### src/hdl/bfm_pkg.sv
package bfm_pkg;

  // operand and product width, fixed by the interface
  localparam int FIELD_BITS = 63;
  // width of the reduction polynomial register
  localparam int WORD_BITS = 64;
  // one step per bit of operand_b
  localparam int NUM_STEPS = FIELD_BITS;
  // shift-and-add steps done in each pipeline stage
  localparam int STEPS_PER_STAGE = 4;
  localparam int NUM_STAGES = (NUM_STEPS + STEPS_PER_STAGE - 1) / STEPS_PER_STAGE;

endpackage

### src/hdl/bfm_cfg.sv
module bfm_cfg #(
  parameter int MAX_DEGREE = 63
) (
  input  logic                          clk,
  input  logic                          rst,
  input  logic                          reduction_poly_write,
  input  logic [bfm_pkg::WORD_BITS-1:0] reduction_poly,
  output logic [MAX_DEGREE:0]           poly,
  output logic [MAX_DEGREE-1:0]         hi_mask,
  output logic [MAX_DEGREE-1:0]         low_mask,
  output logic                          bypass
);
  import bfm_pkg::*;

  localparam int PW = MAX_DEGREE + 1;

  logic [PW-1:0] masked;
  logic [PW-1:0] smear;
  logic [PW-1:0] top;
  logic [PW-1:0] top_minus;

  // isolate the highest set bit: smear it down, then keep the edge
  always_comb begin
    masked = reduction_poly[MAX_DEGREE:0];
    smear  = masked;
    for (int i = 0; i < $clog2(PW); i++) begin
      smear = smear | (smear >> (1 << i));
    end
    top       = smear ^ (smear >> 1);
    top_minus = top - PW'(1);
  end

  always_ff @(posedge clk) begin
    if (rst) begin
      poly     <= '0;
      hi_mask  <= '0;
      low_mask <= '1;
      bypass   <= 1'b1;
    end else if (reduction_poly_write) begin
      poly     <= masked;
      hi_mask  <= top[MAX_DEGREE:1];
      low_mask <= top_minus[MAX_DEGREE-1:0];
      bypass   <= (masked[MAX_DEGREE:1] == '0);
    end
  end

endmodule

### config.mk
export PLATFORM = sky130hd
export DESIGN_NAME = bfm_cfg
export DESIGN_NICKNAME = d
export VERILOG_FILES = /design/src/hdl/bfm_pkg.sv /design/src/hdl/bfm_cfg.sv
export SDC_FILE = /design/constraint.sdc
export NUM_CORES = 1
export LEC_CHECK = 0
export ABC_AREA = 1
export BUFFER_PORTS_ARGS = -buffer_cell sky130_fd_sc_hd__buf_2
export CAP_MARGIN = 15
export CORE_UTILIZATION = 49
export CTS_CLUSTER_SIZE = 30
export DETAILED_ROUTE_END_ITERATION = 12
export PLACE_DENSITY_LB_ADDON = 0.15
export SKIP_CTS_REPAIR_TIMING = 1
export SLEW_MARGIN = 0
export SYNTH_ARGS = -nofsm -noshare
export SYNTH_HDL_FRONTEND = slang
export SYNTH_SLANG_ARGS = --single-unit
### constraint.sdc
create_clock -name clk -period 2.3 [get_ports clk]
set_input_delay 0.23 -clock clk [delete_from_list [all_inputs] [get_ports clk]]
set_output_delay 0.23 -clock clk [all_outputs]
set_load 0.005 [all_outputs]
==> flow_metrics.env <==
export IMPL_status="finished clean"
export IMPL_synth_top_area_share=0.372
export IMPL_avgViaCountPerCell=5.34
export IMPL_vias=12877
export IMPL_dpl_cell_count=2378
export IMPL_drc=0
export IMPL_irDropWorstVdd_mv=0.504
export IMPL_cts_root_buf="clkbuf_16"
export IMPL_grt_pass1_vias=12213
export IMPL_first_pass_iters=5
export IMPL_ys_types=34
export IMPL_area_growth_pct=44.5
export IMPL_regArea_um2=3800
export IMPL_path_clk_slew_ns=0.08
export IMPL_period_needed_ns=2.19
export IMPL_routabilityCongestion=1.01
export IMPL_netlist_area_um2=10200
export IMPL_leakagePower_nw=7.82
export IMPL_ys_seq_area_frac=0.372
export IMPL_cp_slowest_cell="o21ai_1"
export IMPL_ys_ff_latch=190
export IMPL_worst_pin_slew_ns=0.949
export IMPL_max_freq_ghz=0.456
export IMPL_final_area_um2=14800
export IMPL_fin_crit_sh=0.954
export IMPL_cts_buffers=17
export IMPL_async_reset_ff_frac=0
export IMPL_worstSetupPathType="primary input to flip-flop"
export IMPL_relSlewSlack=0.367
export IMPL_grtUsageTotal=0.379
export IMPL_fp_dieH_um=146
export IMPL_clockBufferDepth=2
export IMPL_grt_max_degree=244
export IMPL_fin_util=0.726
export IMPL_stdcell_count=2413
export IMPL_cts_num_sinks=190
export IMPL_placed_cell_area_um2=14000
export IMPL_cts_tree="done"
export IMPL_crit_path_start="reduction_poly[50]"
export IMPL_grt_overflow_total=0
export IMPL_die_w_um=146
export IMPL_wirelength_um=40900
export IMPL_clock_skew_ns=0
export IMPL_start_util=0.502
export IMPL_r2r_start="low_mask[22]"
export IMPL_drtIter0Drc=1067
export IMPL_dieArea_um2=21500
export IMPL_syn_area_per_cell_um2=6.36
export IMPL_cp_start_kind="primary input"
export IMPL_antenna_found_initial=0
export IMPL_total_power_w=0.00762
export IMPL_htree_levels=4
export IMPL_hold_path_class="primary input to flip-flop"
export IMPL_crit_chain="buf_2, nor2_1, nand2_1, nor2_2, nand2_2, nor2_4, buf_4, nand2_1, nand2_2, nand2_2, nor2_4, nand2_4, nor2_8, nand2_1, o21ai_1, nand3_1"
export IMPL_min_from="reduction_poly[0]"
export IMPL_antenna_left=0
export IMPL_routedWlPerCell_um=17.0
export IMPL_syn_num_nets=1677
export IMPL_p_per_area_nw_per_um2=515
export IMPL_multiInputGateArea_um2=5890
export IMPL_grt_pass1_wl_um=63600
export IMPL_worstSkewPairLatency_ns=0.45
export IMPL_synth_area_leaders="dfxtp_1 (37%), nand2_1 (13%), nor2_1 (11%)"
export IMPL_hold_violations=0
export IMPL_critPathArrivalTime_ns=2.53
export IMPL_synth_commonest_cells="nand2_1 (347), nor2_1 (312), dfxtp_1 (190)"
export IMPL_syn_inst=1609
export IMPL_hold_worst_slack_ns=0.0185
export IMPL_nNetsFinal=2199
export IMPL_row_count=52
export IMPL_yosysMostFrequentCell="nand2_1"
export IMPL_critPathCaptureType="flip-flop"
export IMPL_yosys_warnings=0
export IMPL_required_ns=2.64
export IMPL_hpwl_um=31700
export IMPL_critical_path_max_fanout=7
export IMPL_synth_top_area_cell="dfxtp_1"
export IMPL_fillers=1777
export IMPL_crit_path_max_incr_delay_ns=0.20
export IMPL_diodes=0
export IMPL_port_buffer_count=257
export IMPL_core_um2=20400
export IMPL_synth_edf_count=0
export IMPL_post_route_cells_drive_above_1_share=0.349
export IMPL_setup_viol=0
export IMPL_maxCapViolCount=0
export IMPL_synthFlopType="dfxtp_1"
export IMPL_ios=258
export IMPL_slew_viol_final=0
layer usage:
layer  vias to the layer above  wire length [um]  share of wire  track usage
met5                         -                 0              0            0
li1                       6255                 -              -            -
met2                       600             19400           0.47        0.641
met4                         0              1490          0.036        0.161
met1                      5926             16900           0.41        0.477
met3                        96              3170          0.077       0.0603
flip-flops by register name (all words and copies together) (netlist names):
name,count
poly,64
bypass,1
low_mask,63
hi_mask,62
cell usage in the layout (no fill, tap or decap), types with 5 or more instances in the layout:
master,Yosys,final
nor2_2,23,50
inv_2,12,14
nand3_1,122,116
clkinv_1,6,5
nand3_2,6,11
nand2_1,347,340
nand2_4,9,11
clkbuf_16,0,17
dfxtp_1,190,190
inv_1,122,119
buf_4,1,306
o21ai_0,136,135
a21oi_1,158,158
nand2_2,20,25
nand4_1,28,28
nor2_4,16,25
buf_2,0,256
nor3_1,13,11
nor2_1,312,276
where the power goes:
part           switching, W  internal, W  leakage (nW)
Clock               0.00157      0.00147         0.288
Combinational      0.000591     0.000424          5.96
Sequential        0.0000932      0.00347          1.57
Total               0.00225      0.00537          7.82
critical path, delay by kind of cell:
family          cells  cell delay, ns
buf+inv             2            0.26
simple gates       13            1.83
compound gates      1            0.20
metrics by stage:
step | setup slack, ns | TNS, ns
global placement | -0.374 | -11.73
floorplan | 0.0279 | 0
finish | 0.106 | 0
CTS | -0.0133 | -0.0143
detailed placement | -0.477 | -15.64
global route | -0.0376 | -0.273
logic make-up after synthesis:
kind of cell    after synthesis  synth area share
simple gates                909             0.399
compound gates              303             0.150
buf+inv                     202            0.0745
flops                       190             0.372
xor+xnor                      4           0.00343
fa+ha+maj                     1           0.00122
path summary, 6_finish.rpt:
check,end,slack (ns),depth (start not counted)
min reg2reg,poly[60],0.47,2
max,low_mask[34],0.11,16
min,poly[0],0.02,3
max reg2reg,low_mask[22],1.55,2
layout make-up:
class | count | share of cell area
flip-flops and latches | 190 | 0.257
repair buffers | 565 | 0.246
clock inverters | 14 | 0.0110
inverters | 140 | 0.0357
clock buffers | 17 | 0.0288
well taps | 270 | 0.0229
multi-input cells | 1217 | 0.399
Power figures use the tool's default switching activity.
