==> config.mk <==
export PLATFORM = sky130hd
export DESIGN_NAME = bfm_stage
export DESIGN_NICKNAME = d
export VERILOG_FILES = /design/src/hdl/bfm_pkg.sv /design/src/hdl/bfm_stage.sv
export SDC_FILE = /design/constraint.sdc
export NUM_CORES = 1
export LEC_CHECK = 0
export ABC_AREA = 0
export BUFFER_PORTS_ARGS = -buffer_cell sky130_fd_sc_hd__buf_4
export CAP_MARGIN = 20
export CORE_UTILIZATION = 25
export DETAILED_ROUTE_END_ITERATION = 6
export PLACE_DENSITY = 0.48
export SKIP_LAST_GASP = 1
export SYNTH_ARGS = -nofsm -noshare
export SYNTH_HDL_FRONTEND = slang
export SYNTH_SLANG_ARGS = --single-unit
==> constraint.sdc <==
create_clock -name clk -period 7.7 [get_ports clk]
set_input_delay 1.155 -clock clk [delete_from_list [all_inputs] [get_ports clk]]
set_output_delay 1.155 -clock clk [all_outputs]
set_load 0.02 [all_outputs]
==> src/hdl/bfm_pkg.sv <==
package bfm_pkg;

  // operand and product width, fixed by the interface
  localparam int FIELD_BITS = 63;
  // width of the reduction polynomial register
  localparam int WORD_BITS = 64;
  // one step per bit of operand_b
  localparam int NUM_STEPS = FIELD_BITS;
  // shift-and-add steps done in each pipeline stage
  localparam int STEPS_PER_STAGE = 4;
  localparam int NUM_STAGES = (NUM_STEPS + STEPS_PER_STAGE - 1) / STEPS_PER_STAGE;

endpackage

==> src/hdl/bfm_stage.sv <==
module bfm_stage #(
  parameter int MAX_DEGREE = 63,
  parameter int STEPS      = 4
) (
  input  logic                           clk,
  input  logic                           rst,
  input  logic [MAX_DEGREE:0]            poly,
  input  logic [MAX_DEGREE-1:0]          hi_mask,
  input  logic                           in_valid,
  output logic                           in_ready,
  input  logic [bfm_pkg::FIELD_BITS-1:0] in_acc,
  input  logic [MAX_DEGREE-1:0]          in_c,
  input  logic [bfm_pkg::FIELD_BITS-1:0] in_b,
  output logic                           out_valid,
  input  logic                           out_ready,
  output logic [bfm_pkg::FIELD_BITS-1:0] out_acc,
  output logic [MAX_DEGREE-1:0]          out_c,
  output logic [bfm_pkg::FIELD_BITS-1:0] out_b
);
  import bfm_pkg::*;

  logic [FIELD_BITS-1:0] acc_w;
  logic [MAX_DEGREE-1:0] c_w;
  logic [FIELD_BITS-1:0] b_w;
  logic [MAX_DEGREE:0]   c_ext;
  logic                  hit;

  // b is consumed from bit 0 and shifted down one place per step
  always_comb begin
    acc_w = in_acc;
    c_w   = in_c;
    b_w   = in_b;
    c_ext = '0;
    hit   = 1'b0;
    for (int j = 0; j < STEPS; j++) begin
      if (b_w[0]) begin
        acc_w = acc_w ^ FIELD_BITS'(c_w);
      end
      hit   = |(c_w & hi_mask);
      c_ext = {c_w, 1'b0} ^ (hit ? poly : '0);
      c_w   = c_ext[MAX_DEGREE-1:0];
      b_w   = b_w >> 1;
    end
  end

  assign in_ready = !out_valid || out_ready;

  always_ff @(posedge clk) begin
    if (rst) begin
      out_valid <= 1'b0;
    end else if (in_ready) begin
      out_valid <= in_valid;
    end
  end

  always_ff @(posedge clk) begin
    if (in_valid && in_ready) begin
      out_acc <= acc_w;
      out_c   <= c_w;
      out_b   <= b_w;
    end
  end

endmodule

==> results.py <==
metrics = {
    "floorplanning": {
        "die_h_um": 251.4,
        "num_rows": 91,
        "initial_core_util_pct": 25.25,
        "die_x_um": 251.4,
        "io_pins": 511,
        "core_region_area_mm2": 0.06160,
        "die_area_mm2": 0.06322,
    },
    "global_route": {
        "grt_pass1_vias": 16910,
        "antenna_found_initial": 5,
        "grt_max_degree": 73,
        "grt_pass1_wl_um": 121400,
        "grt_overflow_total": 0,
        "grt_usage_pct": 27.28,
    },
    "power": {
        "leakagePower_uw": 0.01158,
        "power_density_mw_per_mm2": 168.7,
        "vdd_drop_max_uv": 129.9,
    },
    "sta": {
        "post-route-min-period_ps": 8247,
        "fin_hold_ws_ps": 557.3,
        "tightest_slew_ps": 1035,
        "layout_setup_ws_ps": -547.1,
        "finalCritPeriodShare_pct": 107.1,
        "fmax_ghz": 0.1213,
        "slew_headroom_pct": 31.01,
        "rsz0062_at_grt": "yes",
        "slew_viol_final": 0,
        "finalSetupViolCount": 63,
        "hold_viol_final": 0,
        "tns_ps": -31230,
        "clock_skew_ps": 13.83,
    },
    "clock_network": {
        "clock_path_buffers": 2,
        "root_buffer": "clkbuf_16",
        "cts_tree": "yes",
        "hold_buffers": 0,
        "cts_sinks": 186,
        "clk_pin_slew_ps": 80,
        "clk_latency_ps": 500,
        "numCtsBuffers": 17,
        "htree_levels": 4,
    },
    "synthesis": {
        "yosysSeqAreaShare_pct": 35.84,
        "yosysUniqueCellTypes": 48,
        "synth.avg_cell_area_um2": 8.863,
        "yosys-top-cells-area": "edfxtp_1 (36%), xnor2_1 (25%), nand2_1 (13%)",
        "yosysTopAreaCell": "edfxtp_1",
        "synth_commonest_cells": "nand2_1 (533), xnor2_1 (444), edfxtp_1 (185)",
        "syn-cell-area_mm2": 0.01555,
        "synth_seq_cells": 186,
        "synth_top_area_share_pct": 35.71,
        "yosysMostFrequentCell": "nand2_1",
        "synthFlopType": "edfxtp_1",
        "ys_warn_count": 0,
        "ys_async_sr_fraction_pct": 0,
        "synth_edf_count": 185,
        "syn_inst": 1755,
    },
    "worst_hold_path": {
        "hp-class": "reg -> reg",
        "min_from": "out_valid",
        "min_path_cells": 2,
    },
    "route": {
        "drc_errors": 0,
        "post_drt_wl_per_cell_um": 24.63,
        "wl_um": 89640,
        "dr.first_iter.drc_count": 1206,
        "postRouteAntennaNets": 0,
        "dr.pass1.iters": 7,
        "avgViaCountPerCell": 4.707,
        "num_vias": 17130,
    },
    "setup_path": {
        "slowest_stage": "or4_4",
        "crit_fanout": 11,
        "worstPathArrival_ps": 8500,
        "r2r-start": "out_valid",
        "crit_top_cell": "buf_4",
        "ff2ff_path_depth": 4,
        "worstSetupPathType": "in -> reg",
        "cp-end-kind": "flip-flop",
        "crit_path_max_incr_delay_ps": 650,
        "start_kind": "primary input",
        "worst_ep_required_time_ps": 7950,
        "startpoint": "hi_mask[25]",
    },
    "placed_design": {
        "port_buffers": 505,
        "dp_slack_ps": -2278,
        "dp_cells": 3588,
        "place.gp.congestion": 0.9991,
        "dp_hpwl_um": 73620,
    },
    "layout": {
        "nets": 3109,
        "drive_gt1_share_pct": 42.01,
        "area_growth_pct": 65.15,
        "layout.cells.non_filler": 3640,
    },
    "status": {
        "violations": "setup timing",
        "status": "finished with violations",
    },
    "job": {
        "maxCapViolCount": 0,
    },
}
[flip-flops by register name, summed over array words and instances, names as in the netlist]
| signal | flops |
|---|---|
| out_b | 59 |
| out_valid | 1 |
| out_c | 63 |
| out_acc | 63 |
[layer usage]
metal,vias to the layer above,global-route usage [%],part of all wire (%),routed length [um]
met1,8365,35.40,43,38860
met4,10,6.986,2.6,2315
met2,650,46.59,48,42940
li1,8016,-,-,-
met3,91,4.756,6.1,5471
met5,-,0,0.061,55
[logic make-up (layout without fill, tap and decap cells)]
kind of cell	count (synthesis)	after routing	synth area share (%)
AND/OR/NAND/NOR	790	791	23.28
XOR/XNOR	466	466	26.24
flip-flops	186	186	35.84
AO/OA/AOI/OAI	147	147	6.853
buffers and inverters	87	1130	2.703
multiplexers	78	78	5.059
other	1	5	0.02411
[path summary, 6_finish.rpt]
| path | to | slack (ps) |
|---|---|---|
| min | out_valid | 560 |
| min reg2reg | out_valid | 560 |
| max | out_c[33] | -550 |
| max reg2reg | out_c[52] | 5230 |
[layout make-up]
type / instances / area [um^2]
antenna: 1 / 2.502
clock buffer: 17 / 425.4
clock inverter: 15 / 176.4
fill: 6279 / 35910
inverter: 22 / 82.58
multi-input combinational: 1486 / 9983
sequential: 186 / 5575
tap: 837 / 1047
timing repair buffer: 1076 / 8397
[report_power, final]
part / switching, uW / internal (uW) / leakage, uW / total, uW
sequential: 47.0 / 1310 / 0.00180 / 1360
combinational: 1070 / 981 / 0.00949 / 2050
clock: 490 / 436 / 0.000289 / 926
[critical path, delay by kind of cell]
kind,cells,cell delay [ps]
multiplexers,1,100
XOR/XNOR,2,220
buffers and inverters,10,1790
AND/OR/NAND/NOR,12,3450
AO/OA/AOI/OAI,6,1710
[metrics by stage]
stage / power (uW) / utilization, % / instance area [um^2]
finish: 4335 / 41.71 / 25690
global route: 4522 / 41.71 / 25690
CTS: 4358 / 41.05 / 25290
detailed placement: 3381 / 39.51 / 24340
global placement: 3384 / 39.51 / 24340
floorplan: 2326 / - / 15570
[cells in the final DEF, fill, tap and decap left out, drive strengths merged, types with 10 or more instances in the layout]
| cell | instances |
|---|---|
| a2111oi | 22 |
| edfxtp | 185 |
| o21ai | 10 |
| nand2b | 74 |
| clkbuf | 23 |
| nor2b | 40 |
| mux2i | 73 |
| xor2 | 22 |
| a22o | 13 |
| nand3 | 50 |
| inv | 28 |
| a21oi | 48 |
| and2 | 13 |
| o2111ai | 17 |
| xnor2 | 444 |
| nand3b | 39 |
| buf | 1069 |
| nand2 | 533 |
| a221oi | 12 |
[what timing repair did]
action / CTS / global route
endpoints found under the setup margin: 63 / 63
cloned: 2 / 9
resized for setup: 53 / 42
pin swaps: 8 / 18
buffers inserted: 4 / 4
No activity file was read; power rests on OpenSTA's default activity.
